File: src/sv/crc16c_pkg.sv
// ============================================================================
// CRC-16 CCITT shift-in package
// Constants and the byte update function for the augmented CCITT register.
// ============================================================================
`default_nettype none

package crc16c_pkg;

    localparam int unsigned BYTE_W = 8;
    localparam int unsigned CRC_W  = 16;

    localparam logic [CRC_W-1:0] CRC_POLY = 16'h1021;

    typedef logic [BYTE_W-1:0] byte_data_t;
    typedef logic [CRC_W-1:0]  crc_t;

    // Shifts one byte into the register, most significant bit first. Each bit
    // step moves the message bit into bit 0 and folds in the polynomial when
    // the bit that dropped out of the top was set.
    function automatic crc_t crc_shift_byte(input crc_t crc_in, input byte_data_t data);
        crc_t crc;
        logic out_bit;
        crc = crc_in;
        for (int i = BYTE_W - 1; i >= 0; i--) begin
            out_bit = crc[CRC_W-1];
            crc     = {crc[CRC_W-2:0], data[i]};
            if (out_bit) begin
                crc = crc ^ CRC_POLY;
            end
        end
        return crc;
    endfunction

endpackage

`default_nettype wire

File: src/sv/crc16_ccitt_shift_in_core.sv
// ============================================================================
// CRC-16 CCITT shift-in core
// Running augmented CCITT CRC over a byte stream, one result per byte.
// ============================================================================
//
// Channel   Dir  Transfer              Contents
// s_        in   s_tvalid & s_tready   tdata: data_byte, tuser: start_of_message,
//                                      tlast: last_byte
// m_        out  m_tvalid & m_tready   tdata: crc_value, tlast: is_final
//
// One byte is taken every cycle while the result side keeps up; the limit is
// the eight XOR bit steps between the input register and the CRC register.
// A result passes through the input register, then the result register. When
// the result side stalls, the input register still takes one more byte, after
// which s_tready drops until the stall clears.
// Reset clears the CRC register to zero and empties both stages.
`default_nettype none

module crc16_ccitt_shift_in_core
    import crc16c_pkg::*;
(
    input  wire logic        aclk,
    input  wire logic        aresetn,

    input  wire logic        s_tvalid,
    output logic             s_tready,
    input  wire logic [7:0]  s_tdata,   // [7:0] data_byte
    input  wire logic        s_tuser,   // [0] start_of_message
    input  wire logic        s_tlast,   // last_byte

    output logic             m_tvalid,
    input  wire logic        m_tready,
    output logic [15:0]      m_tdata,   // [15:0] crc_value
    output logic             m_tlast    // is_final
);

    // Input stage: holds one accepted byte until the result stage can take it.
    logic       in_valid_reg;
    logic       in_valid_next;
    byte_data_t in_data_reg;
    logic       in_start_reg;
    logic       in_last_reg;

    // Running register state. It moves only when a byte passes into the
    // result stage, so a stalled result holds it where it is.
    crc_t crc_reg;
    crc_t crc_next;

    // Result stage.
    logic out_valid_reg;
    logic out_valid_next;
    crc_t out_crc_reg;
    logic out_last_reg;

    logic out_free;
    logic advance;
    logic s_xfer;
    crc_t crc_base;

    assign out_free = !out_valid_reg || m_tready;
    assign advance  = in_valid_reg && out_free;
    assign s_tready = !in_valid_reg || out_free;
    assign s_xfer   = s_tvalid && s_tready;

    // A start flag clears the register before its byte is shifted in.
    assign crc_base = in_start_reg ? '0 : crc_reg;
    assign crc_next = crc_shift_byte(crc_base, in_data_reg);

    always_comb begin
        in_valid_next = in_valid_reg;
        if (s_xfer) begin
            in_valid_next = 1'b1;
        end else if (advance) begin
            in_valid_next = 1'b0;
        end
    end

    always_comb begin
        out_valid_next = out_valid_reg;
        if (advance) begin
            out_valid_next = 1'b1;
        end else if (m_tready) begin
            out_valid_next = 1'b0;
        end
    end

    always_ff @(posedge aclk) begin
        if (!aresetn) begin
            in_valid_reg  <= 1'b0;
            out_valid_reg <= 1'b0;
            crc_reg       <= '0;
        end else begin
            in_valid_reg  <= in_valid_next;
            out_valid_reg <= out_valid_next;
            if (advance) begin
                crc_reg <= crc_next;
            end
        end
    end

    // Payload registers carry no reset.
    always_ff @(posedge aclk) begin
        if (s_xfer) begin
            in_data_reg  <= s_tdata;
            in_start_reg <= s_tuser;
            in_last_reg  <= s_tlast;
        end
        if (advance) begin
            out_crc_reg  <= crc_next;
            out_last_reg <= in_last_reg;
        end
    end

    assign m_tvalid = out_valid_reg;
    assign m_tdata  = out_crc_reg;
    assign m_tlast  = out_last_reg;

    // The result just loaded always matches the running register.
    a_result_matches_state: assert property (@(posedge aclk) disable iff (!aresetn)
        advance |=> (m_tdata == crc_reg))
        else $error("result register differs from running CRC state");

    // A byte held in the input stage during a result stall is kept intact.
    a_input_held: assert property (@(posedge aclk) disable iff (!aresetn)
        (in_valid_reg && !advance) |=> (in_valid_reg && $stable(in_data_reg)
                                        && $stable(in_start_reg)))
        else $error("input stage lost or changed a waiting byte");

    // The running state only moves when a byte passes into the result stage.
    a_state_moves_on_advance: assert property (@(posedge aclk) disable iff (!aresetn)
        !advance |=> $stable(crc_reg))
        else $error("CRC state changed without a byte");

    // Reset leaves both stages empty and the register cleared.
    a_reset_clears: assert property (@(posedge aclk)
        !aresetn |=> (!m_tvalid && !in_valid_reg && (crc_reg == '0)))
        else $error("reset did not clear the pipeline");

endmodule

`default_nettype wire
File: config.mk
export PLATFORM = sky130hd
export DESIGN_NAME = crc16_ccitt_shift_in_core
export DESIGN_NICKNAME = d
export VERILOG_FILES = /design/src/sv/crc16c_pkg.sv /design/src/sv/crc16_ccitt_shift_in_core.sv
export SDC_FILE = /design/constraint.sdc
export NUM_CORES = 1
export LEC_CHECK = 0
export ABC_CLOCK_PERIOD_IN_PS = 1520
export BUFFER_PORTS_ARGS = -buffer_cell sky130_fd_sc_hd__buf_2
export CAP_MARGIN = 30
export CORE_MARGIN = 3
export CORE_UTILIZATION = 53
export DETAILED_ROUTE_END_ITERATION = 8
export PLACE_DENSITY = 0.85
export SLEW_MARGIN = 20
export SYNTH_ARGS = -nofsm -noshare
export SYNTH_HDL_FRONTEND = slang
export SYNTH_SLANG_ARGS = --single-unit
File: constraint.sdc
create_clock -name aclk -period 1.52 [get_ports aclk]
set_input_delay 0.152 -clock aclk [delete_from_list [all_inputs] [get_ports aclk]]
set_output_delay 0.152 -clock aclk [all_outputs]
set_load 0.05 [all_outputs]
==> metrics.md, run 1 <==
| Metric | Value |
|---|---|
| CP Max Fanout | `29` |
| P_leak | `roughly 0.90 nW` |
| Final hold slack | `roughly 0.046 ns` |
| RR Endpoint | `crc_reg[1]$_SDFFE_PN0P_` |
| Root Buffer | `clkbuf_4` |
| Largest net degree at the start of global routing | `30` |
| FF-to-FF setup slack | `a little under 0.1 ns` |
| Worst skew pair latency | `between 0.3 and 0.4 ns` |
| Die Ht | `65.8 um` |
| H-tree depth | `2` |
| FF-to-FF path depth | `6` |
| Min-delay worst type | `in -> reg` |
| Cell Area, Placed | `roughly 0.0021 mm^2` |
| Setup Skew | `~0.012 ns` |
| Fraction of power consumed by sequential logic | `0.590` |
| DRC Markers | `0` |
| Vias | `approximately 1300` |
| Detail-routed via count per cell | `5.16` |
| Sw power | `roughly 0.00059 W` |
| Max Cap Violations | `0` |
| Hold_sp | `s_tvalid` |
| Post-Syn Nets | `between 150 and 200` |
| Antenna violations before repair | `0` |
| Slew @ Worst Pin | `approximately 0.31 ns` |
| Distinct cells, synth | `29` |
| CP arrival | `1.69 ns` |
| RD Place Congestion | `between 0.7 and 0.8` |
| Avg Cell Area, Syn | `between 10 and 15 um^2` |
| IO Pins | `33` |
| Tcrit/Tclk final | `0.936` |
| Final nets | `217` |
| DR iter-0 viols | `between 50 and 60` |
| Hold Violations, Final | `0` |
| Total CTS buffers | `5` |
| Setup tns final | `0 ns` |
| Worst-path clk slew | `about 0.12 ns` |
| Final Critical Period | `about 1.4 ns` |
| Router iterations before antenna repair | `4` |
| Power per cell area | `slightly above 1000 mW/mm^2` |
| RSZ-0062 raised after global routing | `no` |
| Clock power share | `0.268` |
| Final design area excluding fillers | `approximately 0.0023 mm^2` |
| Routed Antenna Nets | `0` |
| Critical Path Start Type | `register` |
| RR Startpoint | `m_tvalid$_SDFFE_PN0P_` |
| Post-Layout Cell Count | `250` |
| Area grow syn2layout | `22.8%` |
| Gate Count Post-Synth | `~160` |
| Number of flops mapped to enable cells by yosys | `27` |
| Hold endpoint | `in_valid_reg$_SDFFE_PN0P_` |
| Die extent in x | `approximately 66 um` |
| Longest Clk Path Bufs | `2` |
| Crit end category | `register` |
| Sequential area share after synthesis | `0.617` |
| All-Layer GR Usage | `0.174` |
| Resize count post-CTS | `0` |
| CTS sink count | `45` |
| Hpwl dp | `2260 um` |
| Relative slew slack | `0.793` |
| Seq cells post-synth | `45` |
| PortBufs | `32` |
| Top FF cell, synth | `edfxtp_1` |
| Initial core utilization | `0.560` |
| Ys async rst share | `0` |
| Final wirelength | `between 3000 and 4000 um` |
| N_diodes | `0` |
| Setup violators final | `0` |
| Slew Limit Fails | `0` |
| First-pass GRT wire length | `5520 um` |
| Sw Share | `0.251` |
| P_int | `0.00176 W` |
| Ys Warns | `0` |
| Core area | `~0.0034 mm^2` |
| Synthesized cell area | `around 0.0019 mm^2` |
| Worst setup path class | `reg -> reg` |
| # rows | `21` |
| Routed len/inst | `about 14 um` |
| Hold Crit Depth | `3` |
| Layout cells sized above 1 | `0.294` |
| Peak supply drop | `slightly below 0.6 mV` |
| Status | `finished clean` |
| Placed Instances | `~230` |
| GRT overflow | `0` |
| Die area | `0.00433 mm^2` |
| CP required | `1.78 ns` |
| Comb pwr share | `0.142` |
| Pwr Total | `between 0.002 and 0.0025 W` |
| Max Freq | `0.703 GHz` |
| Vias in the first global route | `1200` |
| CTS tree | `yes` |
==> synthesized netlist by cell type, drive strengths merged (3+ instances only) <==
cell type	number	area [um^2]
nand2b	3	26.3
dfxtp	18	360
o21ai	10	50.1
nor2b	8	57.6
or2	3	18.8
mux2i	3	30.0
buf	8	46.3
nand2	11	41.3
o21ba	7	70.1
or4	3	22.5
a21boi	6	45.0
xnor2	17	156
edfxtp	27	811
a21oi	4	20.0
xor2	4	35.0
nor2	13	48.8
==> timing repair <==
| action | 4_1_cts | 5_1_grt |
|---|---|---|
| setup buffers | 0 | 4 |
| hold buffers | 10 | 0 |
| endpoints found under the setup margin | 0 | 1 |
| endpoints found under the hold margin | 10 | 0 |
==> metrics by stage <==
stage	util	setup WS, ns
global placement	0.628	0.192
detailed placement	0.628	0.106
CTS	0.678	0.0874
global route	0.687	0.00262
finish	0.687	0.0970
floorplan	-	0.0486
==> power groups by stage <==
stage	Clock [W]	Combinational, W	Sequential [W]
2_1_floorplan	0	0.000144	0.00150
3_3_place_gp	0	0.000292	0.00141
3_5_place_dp	0	0.000305	0.00142
4_1_cts	0.000641	0.000325	0.00139
5_1_grt	0.000710	0.000358	0.00140
6_report	0.000631	0.000336	0.00139
==> how the worst max path moves through the flow <==
stage	from	end	slack [ns]
floorplan	m_tvalid$_SDFFE_PN0P_	crc_reg[3]$_SDFFE_PN0P_	0.05
global placement	m_tvalid$_SDFFE_PN0P_	crc_reg[3]$_SDFFE_PN0P_	0.19
detailed placement	m_tvalid$_SDFFE_PN0P_	crc_reg[6]$_SDFFE_PN0P_	0.11
CTS	m_tvalid$_SDFFE_PN0P_	crc_reg[6]$_SDFFE_PN0P_	0.09
global route	m_tvalid$_SDFFE_PN0P_	crc_reg[1]$_SDFFE_PN0P_	0.003
finish	m_tvalid$_SDFFE_PN0P_	crc_reg[1]$_SDFFE_PN0P_	0.1
==> critical path, cell delays in order, from the launching register on <==
cell and delay [ns]:
dfxtp_4 0.36, nor2b_4 0.17, nand2b_4 0.20, inv_1 0.09, buf_12 0.17, o21ai_0 0.18, o21ba_2 0.18
==> cell families (layout without fill, tap and decap cells) <==
logic type,after synthesis,after routing,share of synthesized area
compound gates,30,30,0.109
xor+xnor,21,21,0.101
buf+inv,11,60,0.0303
flops,45,45,0.617
mux,3,3,0.0158
simple gates,45,45,0.126
==> layout make-up <==
type / instances / area (um^2)
Multi-Input combinational cell: 99 / 671
Clock buffer: 7 / 65.1
Fill cell: 230 / 1060
Clock inverter: 1 / 5.00
Timing Repair Buffer: 51 / 353
Inverter: 1 / 3.75
Sequential cell: 45 / 1170
Tap cell: 46 / 57.6
==> cells in the final DEF (no fill, tap or decap), types with 3 or more instances in the layout <==
cell type,Yosys,routed
buf_2,7,32
edfxtp_1,27,27
dfxtp_1,18,17
xnor2_1,16,16
nor2_1,13,13
nand2_1,11,10
o21ai_0,10,10
dlygate4sd3_1,0,10
nor2b_1,7,7
buf_4,0,7
clkbuf_4,0,5
xor2_1,4,4
a21oi_1,4,4
o21ba_1,4,4
mux2i_1,3,3
or2_2,3,3
or4_1,3,3
a21boi_1,3,3
a21boi_0,3,3
o21ba_2,3,3
==> per-layer routing <==
layer	GRT usage	vias to the layer above	routed length, um	share of wire
met5	0	-	0	0
li1	-	627	-	-
met4	0.0855	0	74	0.022
met3	0.0476	8	190	0.056
met2	0.292	40	1820	0.53
met1	0.203	614	1330	0.39
(Power assumes the default switching activity.)
==> run 2: changes to the inputs <==
--- a/config.mk
+++ b/config.mk
@@ -6,12 +6,12 @@
 export NUM_CORES = 1
 export LEC_CHECK = 0
 export ABC_CLOCK_PERIOD_IN_PS = 1520
-export BUFFER_PORTS_ARGS = -buffer_cell sky130_fd_sc_hd__buf_2
 export CAP_MARGIN = 30
 export CORE_MARGIN = 3
 export CORE_UTILIZATION = 53
 export DETAILED_ROUTE_END_ITERATION = 8
-export PLACE_DENSITY = 0.85
+export DONT_BUFFER_PORTS = 1
+export PLACE_DENSITY = 0.77
 export SLEW_MARGIN = 20
 export SYNTH_ARGS = -nofsm -noshare
 export SYNTH_HDL_FRONTEND = slang
==> metrics.md, run 2 (synthesis gave the netlist of run 1 again) <==
| Metric | Value |
|---|---|
| Status | `finished clean` |
| RR Endpoint | `crc_reg[1]$_SDFFE_PN0P_` |
| Die area | `0.00433 mm^2` |
| Final Critical Period | `1.40 ns` |
| Slew @ Worst Pin | `roughly 0.47 ns` |
| Most frequent cells in the layout | `edfxtp_1 (27), xnor2_1 (16), dfxtp_1 (16), nor2_1 (13), dlygate4sd3_1 (13)` |
| Router iterations before antenna repair | `4` |
| Layout cells sized above 1 | `0.164` |
| Critical Path Start Type | `register` |
| Cell Area, Placed | `approximately 0.0020 mm^2` |
| DR iter-0 viols | `52` |
| Detail-routed via count per cell | `5.36` |
| RSZ-0062 raised after global routing | `no` |
| Root Buffer | `clkbuf_4` |
| Launch point of the worst path | `m_tvalid$_SDFFE_PN0P_` |
| N_diodes | `0` |
| CP required | `1.78 ns` |
| Final wirelength | `roughly 3300 um` |
| Area grow syn2layout | `15.6%` |
| Vias in the first global route | `1168` |
| IO Pins | `33` |
| RD Place Congestion | `about 0.82` |
| Setup violators final | `0` |
| Power per cell area | `roughly 1000 mW/mm^2` |
| Met1 WL | `about 1400 um` |
| Final design area excluding fillers | `around 0.0022 mm^2` |
| Setup Skew | `around 0.0043 ns` |
| Antenna violations before repair | `0` |
| Die Ht | `65.8 um` |
| Routed len/inst | `~15 um` |
| Worst setup path class | `reg -> reg` |
| Setup tns final | `0 ns` |
| Largest net degree at the start of global routing | `30` |
| All-Layer GR Usage | `0.174` |
| Hpwl dp | `approximately 2200 um` |
| Peak supply drop | `0.588 mV` |
| Routed Antenna Nets | `0` |
| Max Freq | `approximately 0.72 GHz` |
| DRC Markers | `0` |
| Tcrit/Tclk final | `0.919` |
| DR WL met2 | `about 1700 um` |
| GRT overflow | `0` |
| Initial core utilization | `0.560` |
| FF-to-FF path depth | `6` |
| CTS sink count | `45` |
| WL met3 | `approximately 160 um` |
| Worst skew pair latency | `about 0.35 ns` |
| Final nets | `190` |
| First-pass GRT wire length | `5530 um` |
| Max Cap Violations | `0` |
| FF-to-FF setup slack | `approximately 0.12 ns` |
| Die extent in x | `~66 um` |
| Total CTS buffers | `5` |
| Vias | `around 1200` |
| CP arrival | `~1.7 ns` |
| Min-delay worst type | `in -> reg` |
| RR Startpoint | `m_tvalid$_SDFFE_PN0P_` |
| H-tree depth | `2` |
| Pwr Total | `approximately 0.0023 W` |
| Leading cell type in the layout, fill and taps excluded | `edfxtp_1` |
| DR top layer | `met4` |
| Crit end category | `register` |
| CP Max Fanout | `29` |
| Relative slew slack | `0.689` |
| # rows | `21` |
| P_leak | `around 0.8 nW` |
| Worst-path clk slew | `between 0.1 and 0.15 ns` |
| Slew Limit Fails | `0` |
| PortBufs | `0` |
| Core area | `between 0.003 and 0.004 mm^2` |
| Critical Path End | `crc_reg[1]$_SDFFE_PN0P_` |
| Hold Violations, Final | `0` |
| Longest Clk Path Bufs | `2` |
| CTS tree | `yes` |
run 2: per-layer routing:
metal  global-route usage  vias up
met5                    0        -
met4               0.0984        0
met3               0.0510       11
met2                0.282       36
met1                0.206      574
li1                     -      575
run 2: worst min-delay path by stage:
stage,start,to,slack [ns],depth (start not counted)
3_5_place_dp,s_tdata[7],in_data_reg[7]$_DFFE_PP_,0.25,0
3_3_place_gp,s_tdata[0],in_data_reg[0]$_DFFE_PP_,0.25,0
6_report,aresetn,crc_reg[7]$_SDFFE_PN0P_,0.03,2
4_1_cts,aresetn,crc_reg[5]$_SDFFE_PN0P_,0.01,2
5_1_grt,aresetn,crc_reg[5]$_SDFFE_PN0P_,0.002,2
2_1_floorplan,s_tdata[0],in_data_reg[0]$_DFFE_PP_,0.25,0
run 2: what timing repair did:
| action | 4_1_cts | 5_1_grt |
|---|---|---|
| setup buffers | 0 | 3 |
| hold buffers | 13 | 0 |
| hold endpoints to repair | 21 | 0 |
| resized for setup | 0 | 1 |
| endpoints found under the setup margin | 0 | 9 |
run 2: final cells by class:
type	count	area (um^2)
clock buffer	8	58.8
fill	267	1200
inverter	1	3.75
multi-input combinational	99	671
sequential	45	1180
tap	46	57.6
timing repair buffer	24	225
run 2: metrics by stage:
step	setup WS (ns)	cells	util	hold slack [ns]
2_1_floorplan	0.0486	155	-	0.251
3_3_place_gp	0.140	199	0.584	0.251
3_5_place_dp	0.0815	199	0.584	0.251
4_1_cts	0.0648	220	0.640	0.0110
5_1_grt	0.0407	223	0.647	0.00245
6_report	0.123	223	0.647	0.0263
run 2: where the power goes:
group          leakage (nW)  switching [W]  total [W]  internal (W)
Clock                0.0326       0.000340   0.000568      0.000229
Sequential            0.408       0.000108    0.00147       0.00136
Combinational         0.343       0.000110   0.000224      0.000114
Total                 0.784       0.000558    0.00226       0.00170
run 2: critical path, cell delays in order, from the launching register on:
cell	delay, ns
dfxtp_4	0.36
nor2b_4	0.17
nand2b_4	0.19
inv_1	0.08
buf_12	0.17
o21ai_0	0.16
o21ba_2	0.18
